$ cat src/hw/rtl/assert_macros.svh
// ----------------------------------------------------------------------------
// assert_macros.svh
// shared assertion macros, sampled on clk and disabled while rst is high
// ----------------------------------------------------------------------------
`ifndef ASSERT_MACROS_SVH
`define ASSERT_MACROS_SVH

// same-cycle implication
`define SDH_ASSERT_IMP(name, ante, cons) \
  name: assert property (@(posedge clk) disable iff (rst) (ante) |-> (cons)) \
    else $error("sdh assertion failed");

// next-cycle implication
`define SDH_ASSERT_NEXT(name, ante, cons) \
  name: assert property (@(posedge clk) disable iff (rst) (ante) |=> (cons)) \
    else $error("sdh assertion failed");

`endif

$ cat src/hw/rtl/sdh_pkg.sv
// ----------------------------------------------------------------------------
// sdh_pkg
// types and constants of the segment distance unit
// ----------------------------------------------------------------------------
`default_nettype none

package sdh_pkg;

  localparam int SQ_BITS   = 33;
  localparam int QUO_BITS  = 32;
  localparam int CFG_IDX_W = 1;

  typedef enum logic [CFG_IDX_W-1:0] {
    REG_CUTOFF  = 1'b0,
    REG_EPSILON = 1'b1
  } reg_idx_t;

  typedef enum logic [1:0] {
    KIND_NONE,
    KIND_COINC,
    KIND_POINT,
    KIND_LINE
  } kind_t;

  typedef struct packed {
    kind_t kind;
    logic  gx_neg;
    logic  gy_neg;
    logic  hxy_neg;
  } side_t;

  typedef struct packed {
    logic [64:0] cr_mag;
    logic [31:0] gx_mag;
    logic [31:0] gy_mag;
    logic [63:0] sq_x;
    logic [63:0] sq_y;
    logic [63:0] sq_xy;
  } num_t;

  typedef struct packed {
    kind_t               kind;
    logic                gx_neg;
    logic                gy_neg;
    logic                hxy_neg;
    logic [SQ_BITS-1:0]  droot;
  } fin_t;

endpackage

`default_nettype wire

$ cat src/hw/rtl/sdh_sqrt.sv
// ----------------------------------------------------------------------------
// sdh_sqrt
// pipelined integer square root, one root bit per stage
// ----------------------------------------------------------------------------
`default_nettype none

module sdh_sqrt (
  input  logic                            clk,
  input  logic                            en,
  input  logic [2*sdh_pkg::SQ_BITS-1:0]   radicand,
  output logic [sdh_pkg::SQ_BITS-1:0]     root
);

  localparam int N = sdh_pkg::SQ_BITS;

  logic [N:0]     rem_q  [N];
  logic [N-1:0]   root_q [N];
  logic [2*N-1:0] v_q    [N];

  for (genvar k = 0; k < N; k++) begin : g_step
    logic [N:0]     rem_i;
    logic [N-1:0]   root_i;
    logic [2*N-1:0] v_i;
    logic [N+2:0]   rsh;
    logic [N+2:0]   trial;
    logic [N+2:0]   diff;
    logic           ge;

    if (k == 0) begin : g_first
      assign rem_i  = '0;
      assign root_i = '0;
      assign v_i    = radicand;
    end else begin : g_next
      assign rem_i  = rem_q[k-1];
      assign root_i = root_q[k-1];
      assign v_i    = v_q[k-1];
    end

    assign rsh   = {rem_i, v_i[2*N-1 -: 2]};
    assign trial = {1'b0, root_i, 2'b01};
    assign diff  = rsh - trial;
    assign ge    = rsh >= trial;

    always_ff @(posedge clk) begin
      if (en) begin
        rem_q[k]  <= ge ? diff[N:0] : rsh[N:0];
        root_q[k] <= {root_i[N-2:0], ge};
        v_q[k]    <= {v_i[2*N-3:0], 2'b00};
      end
    end
  end

  assign root = root_q[N-1];

endmodule

`default_nettype wire

$ cat config.mk
export PLATFORM = sky130hd
export DESIGN_NAME = sdh_sqrt
export DESIGN_NICKNAME = d
export VERILOG_FILES = /design/src/hw/rtl/assert_macros.svh /design/src/hw/rtl/sdh_pkg.sv /design/src/hw/rtl/sdh_sqrt.sv
export SDC_FILE = /design/constraint.sdc
export NUM_CORES = 2
export LEC_CHECK = 0
export BUFFER_PORTS_ARGS = -buffer_cell sky130_fd_sc_hd__buf_2
export CORE_UTILIZATION = 37
export CTS_BUF_LIST = sky130_fd_sc_hd__clkbuf_2 sky130_fd_sc_hd__clkbuf_4 sky130_fd_sc_hd__clkbuf_8
export DETAILED_ROUTE_END_ITERATION = 7
export GPL_TIMING_DRIVEN = 0
export PLACE_DENSITY = 0.5
export SKIP_CTS_REPAIR_TIMING = 1
export SLEW_MARGIN = 20
export SYNTH_ARGS = -nofsm -noshare
export SYNTH_HDL_FRONTEND = slang
export SYNTH_MEMORY_MAX_BITS = 65536
export SYNTH_SLANG_ARGS = --single-unit
$ cat constraint.sdc
create_clock -name clk -period 10 [get_ports clk]
set_clock_uncertainty 0.2 [all_clocks]
set_input_delay 0.5 -clock clk [delete_from_list [all_inputs] [get_ports clk]]
set_output_delay 0.5 -clock clk [all_outputs]
set_load 0.01 [all_outputs]
Word level (Yosys, flattened, before mapping)
Memories as Yosys holds them, arrays and structs flattened.
Index checks and enable logic that the tools add are counted.

storage, ports and cells
  register bits after elaboration = 0
  latch bits = 0
  memory bits (writable) = 4323
  memory bits (read-only) = 0
  input bits = 68
  output and inout bits = 33
  word-level logic and storage cells = 104
  memories = 3

memory list
  memory  words  bits a word  rd ports  clocked after Yosys merged registers in  write ports  line            RTL
  v_q     33     64           32        0                                        33           sdh_sqrt.sv:18  logic [2*N-1:0] v_q [N];
  rem_q   33     34           32        0                                        33           sdh_sqrt.sv:16  logic [N:0] rem_q [N];
  root_q  33     33           33        0                                        33           sdh_sqrt.sv:17  logic [N-1:0] root_q [N];

cells by class
  add/sub/neg operators = 33
  $mul = 0
  div/mod/pow operators = 0
  $lt $le $gt $ge = 33
  equality and inequality tests = 0
  shift operators = 0
  mux-type cells = 35
  bitwise gates (word level) = 0
  reduce and logical (&&, ||, !) cells = 0

operator list
  kind                                                  number
  >= comparator 36 x 35 -> 1 bit                        32
  2-to-1 mux 34 bit                                     33
  subtractor 34 bit                                     32
  subtractor 2 x 1 -> 3 bit (second input constant)     1
  >= comparator 2 x 1 -> 1 bit (second input constant)  1
  2-to-1 mux 1 bit                                      2

Longest topological paths before layout
An unclocked memory read counts as a cell.

  depth in word-level cells = 3
  depth in mapped cells = 15
  depth with buffers taken out = 12

Worst setup path after synthesis
Ideal clock, no wire load.

  kind = register to register
  start point = memory rem_q[0][887] (netlist name)
  end point = memory rem_q[0][932] (netlist name) (data pin)
  library setup time = 0.260 ns
  arrival = 3.604 ns
  data required time = 9.540 ns
  setup slack = 5.937 ns
  stages on the path, launching flop included = 12
  buffers on the path = 2
  clock period less this slack = 4.063 ns
  cell sequence = edfxtp_1 > ha_1 > a21o_1 > a2111oi_0 > a211oi_1 > or4_1 > a221o_1 > a221oi_1 > a31o_2 > buf_4 > buf_2 > mux2_2

RTL lines
  item         line
  from (decl)  sdh_sqrt.sv:16

==> out/results.tsv <==
stage	metric	value	unit
outcome	status	finished, final reports clean	
setup_path	startpoint_type	register	
drt	final_antenna_net_count	0	
setup_path	required	10.67	ns
job	cap_violations	0	
setup_path	reg2reg_from	v_q[0][1279]$_DFFE_PP_	
setup_path	rrSetupSlack	4.78	ns
timing	finalCriticalPeriod	5.224	ns
timing	slew_headroom	25.54	%
layout	nets	11000	
drt	wl	286.5	mm
pwr	power.density	230.1	nW/um2
synth	synthArstFlopShare	0	%
cts	cts.htree.levels	5	
timing	whs	0.07725	ns
pwr	power.share.switching	29.84	%
cts	clock-sinks	2654	
timing	rsz0062_at_grt	false	
setup_path	endpoint_kind	register	
global_route	grt_pass1_vias	76700	
cts	clockRootBuffer	clkbuf_8	
drt	drtPass1Iterations	6	
floorplanning	die_h	581.8	um
layout	areaGrowthSynthToFinish	14.04	%
pwr	seq_power_share	46.4	%
floorplanning	core_area	334000	um2
global_route	grt_use_total	16.57	%
timing	finalSetupViolations	0	
synth	yosys_register_bits	2654	
pwr	irDropWorstVdd	0.1028	mV
synth	seq_area_frac_synth	64.08	%
cts	clk_pin_slew	0.06	ns
hold_path	whs_path_depth	3	
global_route	grt_max_degree	152	
global_route	overflow	0	
synth	syn_nets	10280	
synth	synth_area	124400	um2
setup_path	crit_fanout	10	
setup_path	slowest_delay	0.80	ns
cts	numCtsBuffers	460	
hold_path	holdPathEnd	rem_q[0][0]$_DFFE_PP_	
pwr	internal_power	22.89	mW
synth	synth_cell_types	85	
global_route	grt_pass1_wl	442.9	mm
synth	syn_inst	9616	
setup_path	critPathMostFrequentCell	o31a_1	
setup_path	path_cells	inv_1 > ha_1 > nor2b_1 > o31a_1 > o31a_1 > a221oi_1 > o21ai_0 > a41oi_1 > clkinv_1 > clkbuf_1 > a21oi_1	
pwr	power.switching	9.737	mW
synth	synth_enable_flop_cells	2654	
timing	slew_violations	0	
placed_design	portBuffers	100	
synth	yosysWarningCount	0	
hold_path	hold_class	in -> reg	
pwr	p_leak	54.11	nW
synth	synthFlopType	edfxtp_1	
pwr	pwr-share-clk	31.4	%
placed_design	finalWeightedCongestion	0.8605	
setup_path	path_class	reg -> reg	
cts	tritoncts	done	
timing	fmax	191.4	MHz
placed_design	place_hpwl	208.4	mm
timing	finalHoldViolCount	0	
drt	vias	76480	
cts	cts_max_path_buffers	4	
setup_path	r2r_end	rem_q[0][681]$_DFFE_PP_	
pwr	power_frac_comb	22.3	%
drt	drc	0	
setup_path	r2r_cells	11	
drt	drt_iter0_markers	5187	
floorplanning	die_area	338500	um2
layout	layout-drive-gt1-share	9.795	%
drt	wl_per_cell	18.97	um
floorplanning	die_x	581.8	um
timing	tightest_slew	1.109	ns
setup_path	crit_slowest_cell	a41oi_1	
drt	via_per_inst	5.064	
hold_path	min_from	radicand[65]	
setup_path	critical_path_arrival	5.89	ns
global_route	antenna_found_initial	8	
timing	finalCritPeriodShare	52.24	%
cts	insertion_delay	1.10	ns
floorplanning	io_pins	101	
timing	setup_tns	0	ns
synth	avgSynthCellArea	12.93	um2
floorplanning	num_rows	212	
floorplanning	start_util	37.24	%
[through the flow]
step           worst slack, ns  std cells  total power, mW  utilization, %  instance area [um2]
5_1_grt                  4.482      15100            34.60           42.47               141800
2_1_floorplan            5.937       9616            20.15               -               124400
3_5_place_dp             4.813      14130            22.62           39.22               131000
6_report                 4.776      15100            32.63           42.47               141800
3_3_place_gp            -34.24      14100            23.49           39.03               130400
4_1_cts                  4.798      14960            33.18           42.06               140500
[power groups by stage]
stage / Combinational (mW) / Clock [mW] / Sequential [mW]
after CTS: 7.26 / 10.7 / 15.2
after detailed placement: 7.22 / 0 / 15.4
after global placement: 7.17 / 0 / 16.3
after floorplan: 5.26 / 0 / 14.9
final: 7.26 / 10.2 / 15.1
after global routing: 8.13 / 11.2 / 15.3
[synth_stat cells, types with 68 or more instances]
master	count	area, um2
inv_1	759	2849
or3_1	110	688.2
ha_1	596	7457
nor2b_1	81	506.7
nor4_1	142	888.4
a21oi_1	637	3188
clkbuf_1	178	668.1
o21ai_0	437	2187
or4_1	68	510.5
xor2_1	431	3775
nor3_1	228	1141
nand2_1	568	2132
xnor2_1	452	3959
o21a_1	113	848.3
mux2_2	100	1126
nand2b_1	119	744.5
nand3_1	138	690.7
edfxtp_1	2654	79700
nand4_1	104	650.6
a21o_1	294	2207
nor2_1	604	2267
[worst max-delay path: cells and delay by family (launching register included)]
kind | cells | cell delay (ns)
compound gates | 6 | 2.60
buf+inv | 3 | 1.20
fa+ha+maj | 1 | 0.21
simple gates | 1 | 0.08
flops | 1 | 0.66
[final cells by class]
| cell class | instances | area (um2) |
|---|---|---|
| Multi-Input combinational cell | 5991 | 41010 |
| Sequential cell | 2654 | 79700 |
| Tap cell | 4387 | 5489 |
| Clock buffer | 613 | 7505 |
| Inverter | 762 | 2860 |
| Buffer | 209 | 825.8 |
| Timing Repair Buffer | 256 | 2422 |
| Antenna cell | 7 | 17.52 |
| Clock inverter | 225 | 1997 |
| Fill cell | 30970 | 192100 |
[per-layer routing]
| metal | vias up | routed length, um | global-route usage (%) |
|---|---|---|---|
| li1 | 37280 | - | - |
| met1 | 37170 | 125400 | 21.28 |
| met2 | 1597 | 141500 | 28.86 |
| met3 | 432 | 12990 | 2.746 |
| met4 | 0 | 6622 | 4.377 |
| met5 | - | 0 | 0 |
[worst max-delay path by stage]
stage / start / endpoint / slack, ns
after floorplan: rem_q[0][887]$_DFFE_PP_ / rem_q[0][932]$_DFFE_PP_ / 5.94
after global placement: en / v_q[0][1661]$_DFFE_PP_ / -34.24
after detailed placement: root_q[0][1000]$_DFFE_PP_ / rem_q[0][1077]$_DFFE_PP_ / 4.81
after CTS: root_q[0][1000]$_DFFE_PP_ / rem_q[0][1077]$_DFFE_PP_ / 4.80
after global routing: v_q[0][1279]$_DFFE_PP_ / rem_q[0][681]$_DFFE_PP_ / 4.48
final: v_q[0][1279]$_DFFE_PP_ / rem_q[0][681]$_DFFE_PP_ / 4.78
[state kept, by name, indices dropped and copies added, names as in the netlist]
signal / cells
rem_q: 1037
root_q: 561
v_q: 1056
[cell usage in the layout, fill, tap and decap left out, drive strengths merged, types with 171 or more instances in the layout]
master,Yosys,final
xnor2,452,452
nor3,228,228
ha,596,596
clkinv,2,171
o21ai,443,443
edfxtp,2654,2654
nand2,569,569
clkbuf,178,791
xor2,431,431
inv,760,775
nor2,604,604
a21oi,637,637
a21o,294,294
[logic make-up after synthesis]
logic type                 count (synthesis)  share of synthesized area, %
xor gates and xnor gates                 883                         6.218
DFF                                     2654                         64.08
adders and majority gates                596                         5.996
other                                      1                      0.003015
AOI/OAI and AO/OA                       2006                         10.16
muxes                                    110                        0.9859
and+or+nand+nor                         2395                         9.588
buffers and inverters                    971                         2.964
Note: power is estimated with default switching activity, not from simulation.
