File: config.mk
export PLATFORM = sky130hd
export DESIGN_NAME = sdh_div
export DESIGN_NICKNAME = d
export VERILOG_FILES = /design/src/hw/rtl/assert_macros.svh /design/src/hw/rtl/sdh_div.sv
export SDC_FILE = /design/constraint.sdc
export NUM_CORES = 2
export LEC_CHECK = 0
export BUFFER_PORTS_ARGS = -buffer_cell sky130_fd_sc_hd__buf_2
export CAP_MARGIN = 20
export CORE_MARGIN = 4
export CORE_UTILIZATION = 25
export CTS_BUF_LIST = sky130_fd_sc_hd__clkbuf_16
export CTS_CLUSTER_DIAMETER = 30
export CTS_CLUSTER_SIZE = 14
export DETAILED_ROUTE_END_ITERATION = 6
export GPL_TIMING_DRIVEN = 0
export HOLD_SLACK_MARGIN = 0.02
export PLACE_DENSITY = 0.36
export SKIP_CTS_REPAIR_TIMING = 1
export SYNTH_ARGS = -nofsm -noshare
export SYNTH_HDL_FRONTEND = slang
export SYNTH_MEMORY_MAX_BITS = 65536
export SYNTH_SLANG_ARGS = --single-unit
File: constraint.sdc
create_clock -name clk -period 11.4 [get_ports clk]
set_input_delay 0.57 -clock clk [delete_from_list [all_inputs] [get_ports clk]]
set_output_delay 0.57 -clock clk [all_outputs]
set_load 0.05 [all_outputs]
File: src/hw/rtl/assert_macros.svh
// ----------------------------------------------------------------------------
// assert_macros.svh
// shared assertion macros, sampled on clk and disabled while rst is high
// ----------------------------------------------------------------------------
`ifndef ASSERT_MACROS_SVH
`define ASSERT_MACROS_SVH

// same-cycle implication
`define SDH_ASSERT_IMP(name, ante, cons) \
  name: assert property (@(posedge clk) disable iff (rst) (ante) |-> (cons)) \
    else $error("sdh assertion failed");

// next-cycle implication
`define SDH_ASSERT_NEXT(name, ante, cons) \
  name: assert property (@(posedge clk) disable iff (rst) (ante) |=> (cons)) \
    else $error("sdh assertion failed");

`endif

File: src/hw/rtl/sdh_div.sv
// ----------------------------------------------------------------------------
// sdh_div
// pipelined rounding divider, one quotient bit per stage, overflow flag
// ----------------------------------------------------------------------------
`default_nettype none

module sdh_div #(
  parameter int NW = 64,
  parameter int DW = 33,
  parameter int QB = 32
) (
  input  logic          clk,
  input  logic          en,
  input  logic [NW-1:0] num,
  input  logic [DW-1:0] den,
  output logic [QB-1:0] quo,
  output logic          ovf
);

  localparam int MW  = (NW > DW) ? NW : DW;
  localparam int NRW = MW + 2;
  localparam int RW  = DW + 2;
  localparam int TW  = ((NRW - QB) > RW) ? (NRW - QB) : RW;

  logic [NRW-1:0] nr;
  logic [DW:0]    dr;
  logic [TW-1:0]  top_x;

  logic [RW-1:0]  rem_q  [QB+1];
  logic [QB-1:0]  nlo_q  [QB+1];
  logic [QB-1:0]  q_q    [QB+1];
  logic [DW:0]    dr_q   [QB+1];
  logic           ovf_q  [QB+1];

  // round half up: floor((2n + d) / 2d)
  assign nr    = NRW'({num, 1'b0}) + NRW'(den);
  assign dr    = {den, 1'b0};
  assign top_x = TW'(nr[NRW-1:QB]);

  always_ff @(posedge clk) begin
    if (en) begin
      rem_q[0] <= top_x[RW-1:0];
      nlo_q[0] <= nr[QB-1:0];
      q_q[0]   <= '0;
      dr_q[0]  <= dr;
      ovf_q[0] <= top_x >= TW'(dr);
    end
  end

  for (genvar k = 1; k <= QB; k++) begin : g_step
    logic [RW-1:0] rs;
    logic [RW-1:0] diff;
    logic          ge;

    assign rs   = {rem_q[k-1][RW-2:0], nlo_q[k-1][QB-1]};
    assign diff = rs - RW'(dr_q[k-1]);
    assign ge   = rs >= RW'(dr_q[k-1]);

    always_ff @(posedge clk) begin
      if (en) begin
        rem_q[k] <= ge ? diff : rs;
        nlo_q[k] <= {nlo_q[k-1][QB-2:0], 1'b0};
        q_q[k]   <= {q_q[k-1][QB-2:0], ge};
        dr_q[k]  <= dr_q[k-1];
        ovf_q[k] <= ovf_q[k-1];
      end
    end
  end

  assign quo = q_q[QB];
  assign ovf = ovf_q[QB];

endmodule

`default_nettype wire

* Word-level counts from Yosys, hierarchy flattened *
Memories as Yosys holds them, arrays and structs flattened.
Index checks and enable logic that the tools add are counted.

storage, ports and cells
  bits in registers = 0
  RAM bits = 4422
  bits of input ports = 99
  output and inout bits = 33
  logic and storage cells = 105
  memories = 5

memory list
  name   depth  width  read ports  clocked after memory_dff  wr ports  RTL line       source
  rem_q  33     35     32          0                         33        sdh_div.sv:29  logic [RW-1:0] rem_q [QB+1];
  dr_q   33     34     32          0                         33        sdh_div.sv:32  logic [DW:0] dr_q [QB+1];
  nlo_q  33     32     32          0                         33        sdh_div.sv:30  logic [QB-1:0] nlo_q [QB+1];
  q_q    33     32     33          0                         33        sdh_div.sv:31  logic [QB-1:0] q_q [QB+1];
  ovf_q  33     1      33          0                         33        sdh_div.sv:33  logic ovf_q [QB+1];

operators by class
  add/subtract/negate cells = 33
  $lt $le $gt $ge = 33
  mux-type cells = 34

operators by type and width
  cell                                          count
  greater-or-equal comparator 35 x 34 -> 1 bit  32
  2-to-1 mux 35 bit                             32
  subtractor 35 x 34 -> 35 bit                  32
  adder 65 x 33 -> 66 bit                       1
  greater-or-equal comparator 34 bit            1
  2-to-1 mux 1 bit                              2

* Depth between registers and ports, before layout *
An unclocked memory read counts as a cell.

  depth in word-level cells = 3
  depth in mapped cells = 25
  gate-level depth less buffers = 25

* Least setup slack after synthesis *
OpenSTA, ideal clock, no wires.

  kind = input -> register
  from = in num[0]
  to = mem ovf_q[0][0] (data pin)
  setup time = 0.269 ns
  arrival = 4.575 ns
  data required time = 11.131 ns
  slack = 6.556 ns
  cell stages on the path = 25
  buffers on the path = 0
  path through = ha_1 > fa_1 > a21o_1 > a21oi_1 > o21ai_0 > a21oi_1 > a211oi_1 > o2111ai_1 > a31oi_1 > nor2_1 > nor4_1 > nand3_1 > xnor2_1 > ha_1 > a21o_1 > a21oi_1 > nor2b_1 > o21ai_0 > nand2b_1 > a21oi_1 > nor2b_1 > o21ai_0 > nand2_1 > a221oi_1 > o21ai_0

RTL lines
  what         RTL line       source
  from (decl)  sdh_div.sv:14  input logic [NW-1:0] num,
  to (decl)    sdh_div.sv:33

==> flow_metrics.py <==
metrics = {
    "power_and_ir_drop": {
        "power-per-cell-area_nw_per_um2": 318,
        "p_sw_mw": 23.0,
        "ir_worst_vdd_mv": 0.170,
        "combPwrFrac_pct": 34.9,
        "p_sw_share_pct": 34.4,
        "p_int_mw": 43.8,
        "sequentialPowerShare_pct": 28.2,
        "clockPowerShare_pct": 37.0,
        "p_leak_nw": 84.1,
        "p_total_mw": 66.8,
    },
    "layout": {
        "area_growth_pct": 26.3,
        "fin_nets": 16200,
        "fillCellCount": 66900,
        "drive_above_1_share_pct": 13.2,
    },
    "logic_synthesis": {
        "ys_ff_latch": 3201,
        "synth_warnings": 0,
        "synth_seq_area_share_pct": 57.8,
        "synth_ff_type": "edfxtp_1",
        "async_flop_share_pct": 0,
        "syn_inst": 13900,
        "synth_top_area_share_pct": 57.8,
        "synthMostInstantiatedCell": "edfxtp_1",
        "syn_area_per_cell_um2": 12.0,
        "syn_area_um2": 166000,
        "synth_enable_flop_cells": 3201,
        "synth_top_area_cell": "edfxtp_1",
        "yosys-top-cells-area": "edfxtp_1 58%, ha_1 8.4%, a21oi_1 3.8%",
        "synthTopCellsByCount": "3,201 x edfxtp_1, 1,397 x inv_1, 1,277 x a21oi_1",
        "yosysUniqueCellTypes": 86,
        "syn_nets": 15100,
    },
    "cts": {
        "clk_latency_ns": 1.14,
        "numCtsBuffers": 866,
        "clk_pin_slew_worst_paths_ns": 0.05,
        "cts-htree-levels": 6,
        "cts_tree": "yes",
        "cts_buffer_depth": 4,
        "root_buffer": "clkbuf_16",
        "cts.sinks": 3201,
    },
    "floorplanning": {
        "start_util_pct": 25.1,
        "core_area_um2": 663000,
        "rows": 299,
        "die_w_um": 824,
        "io_pins": 132,
        "die_h_um": 824,
        "fp.dieArea_um2": 679000,
    },
    "timing": {
        "setup_viol": 0,
        "fmaxAchievable_ghz": 0.160,
        "timing.setup.tns_ns": 0,
        "final_max_slew_viol_count": 0,
        "period_needed_ns": 6.26,
        "rsz0062_at_grt": "false",
        "relSlewSlack_pct": 22.7,
        "final_hold_viol_count": 0,
        "worst_slew_pin_slew_ns": 1.13,
        "final_min_period_over_clock_period_pct": 54.9,
        "fin_skew_ns": 0.130,
    },
    "worst_setup_path": {
        "worstReg2RegEnd": "rem_q[0][905]$_DFFE_PP_",
        "endpoint_kind": "register",
        "critPathCapture": "ovf_q[0][0]$_DFFE_PP_",
        "cp_num_cells": 24,
        "cp_data_required_time_ns": 12.13,
        "critPathMostFrequentCell": "o21ai_0",
        "cpMaxStageDelayCell": "dlygate4sd3_1",
        "r2r-start": "nlo_q[0][792]$_DFFE_PP_",
        "crit_family": "compound AO/OA/AOI/OAI gates",
        "cp.arrival_ns": 6.99,
        "crit_buf_inv": 4,
        "critical_path_class": "primary input to register",
        "slowest_delay_ns": 0.59,
        "startpoint_type": "primary input",
        "cp_cell_sequence": "dlygate4sd3_1, buf_2, ha_1, clkbuf_1, nand3_1, nor2_1, nand2_1, o21ai_0, a32oi_1, a31o_2, a21oi_1, o21ai_0, nor3_1, nand3_1, dlygate4sd3_1, xnor2_1, ha_1, a21o_1, a21oi_1, nor3_1, a211oi_1, nand2_1, a221oi_1, o21ai_0",
        "reg2reg_slack_ns": 5.70,
        "cp_max_fo": 7,
        "r2r_cells": 15,
        "startpoint": "den[20]",
    },
    "global_routing": {
        "grt_use_total_pct": 13.5,
        "globalRoute.totalOverflow": 0,
        "grt_pass1_wl_um": 704000,
        "grt_antenna_before_repair": 37,
        "grt_pass1_vias": 111000,
        "grt_max_degree": 170,
    },
    "drt": {
        "routed_wl_um": 476000,
        "drt_pre_antenna_iters": 6,
        "drt_iter0_drc": 6948,
        "vias": 109000,
        "vias_per_cell": 4.44,
        "ant_nets": 0,
        "wl_per_cell_um": 19.3,
        "drc": 0,
    },
    "min_path": {
        "hold_depth": 3,
        "hold_class": "primary input to register",
    },
    "run": {
        "drv_cap": 0,
    },
    "placed_design": {
        "gp_congestion": 0.805,
        "dpl.hpwl_um": 361000,
        "port_buffers": 131,
    },
    "outcome": {
        "status": "finished, final reports clean",
    },
}
[cell usage in the layout (no fill, tap or decap), types with 56 or more instances in the layout]
cell           netlist  routed
a211oi_1            72      72
a21o_1             592     592
a21oi_1           1277    1277
a31oi_1            112     112
and3_1             102     102
buf_2               45     182
bufinv_16            0     152
clkbuf_1           243     243
clkbuf_16            0     867
clkinv_1             0     152
clkinv_2             0     171
clkinvlp_4           0      78
dlygate4sd3_1        0      80
edfxtp_1          3201    3201
ha_1              1120    1120
inv_1             1397    1494
mux2_2             342     342
nand2_1            747     747
nand2b_1           180     180
nand3_1            226     226
nand4_1            152     152
nor2_1             862     862
nor2b_1            179     179
nor3_1             142     142
o211ai_1            56      56
o21a_1             176     176
o21ai_0            737     737
o21bai_1           122     122
o31ai_1             90      90
xnor2_1            586     586
xor2_1             335     335
[how the worst min path moves through the flow]
stage | from | end | slack [ns]
6_report | num[5] | nlo_q[0][6]$_DFFE_PP_ | 0.09
5_1_grt | num[5] | nlo_q[0][6]$_DFFE_PP_ | 0.03
4_1_cts | den[0] | nlo_q[0][0]$_DFFE_PP_ | -0.41
3_5_place_dp | nlo_q[0][102]$_DFFE_PP_ | nlo_q[0][135]$_DFFE_PP_ | 0.40
3_3_place_gp | ovf_q[0][22]$_DFFE_PP_ | ovf_q[0][23]$_DFFE_PP_ | 0.40
2_1_floorplan | nlo_q[0][67]$_DFFE_PP_ | nlo_q[0][100]$_DFFE_PP_ | 0.40
[routing by layer]
layer	up-vias	track usage, %	part of all wire, %
met5	-	0	0.0027
met4	2	4.46	3.1
met3	819	2.39	4.2
met2	1971	23.1	48
met1	52700	17.3	44
li1	53900	-	-
[through the flow]
step | setup WS, ns | area (um^2) | cells | utilization (%) | hold slack, ns
2_1_floorplan | 6.56 | 166000 | 13900 | - | 0.400
3_3_place_gp | -47.85 | 178000 | 22900 | 26.9 | 0.400
3_5_place_dp | 4.73 | 179000 | 22900 | 27.0 | 0.405
4_1_cts | 5.70 | 209000 | 24500 | 31.6 | -0.411
5_1_grt | 4.74 | 210000 | 24600 | 31.7 | 0.0250
6_report | 5.14 | 210000 | 24700 | 31.7 | 0.0949
[power by group through the flow]
stage / Clock [mW] / Combinational (mW) / Sequential, mW
2_1_floorplan: 0 / 17.0 / 17.9
3_3_place_gp: 0 / 23.5 / 20.5
3_5_place_dp: 0 / 23.4 / 19.1
4_1_cts: 25.3 / 23.6 / 19.0
5_1_grt: 26.1 / 26.0 / 19.1
6_report: 24.7 / 23.3 / 18.8
[layout make-up]
cell class	instances	area (um^2)	area share (%)
Inverter	1397	5240	2.50
Multi-Input combinational cell	8976	63800	30.4
Buffer	305	1250	0.593
Antenna cell	22	55.1	0.0262
Tap cell	8879	11100	5.29
Timing Repair Buffer	248	2190	1.04
Sequential cell	3201	96100	45.7
Clock inverter	755	8690	4.13
Clock buffer	867	21700	10.3
[worst min-delay path, cell delays in order]
cell and delay (ns):
buf_2 0.11, ha_1 0.22, xor2_1 0.12
[sequential cells by signal (all words and copies together) (netlist names)]
register,count
ovf_q,33
dr_q,1025
nlo_q,527
rem_q,1088
q_q,528
[kinds of logic after synthesis]
family | count (synthesis) | share of synthesized area (%)
AOI/OAI and AO/OA | 3626 | 13.6
xor gates and xnor gates | 921 | 4.85
adders and majority gates | 1152 | 8.81
buffers and inverters | 1702 | 3.90
DFF | 3201 | 57.8
muxes | 410 | 2.89
and+or+nand+nor | 2867 | 8.24
(Power assumes the default switching activity.)
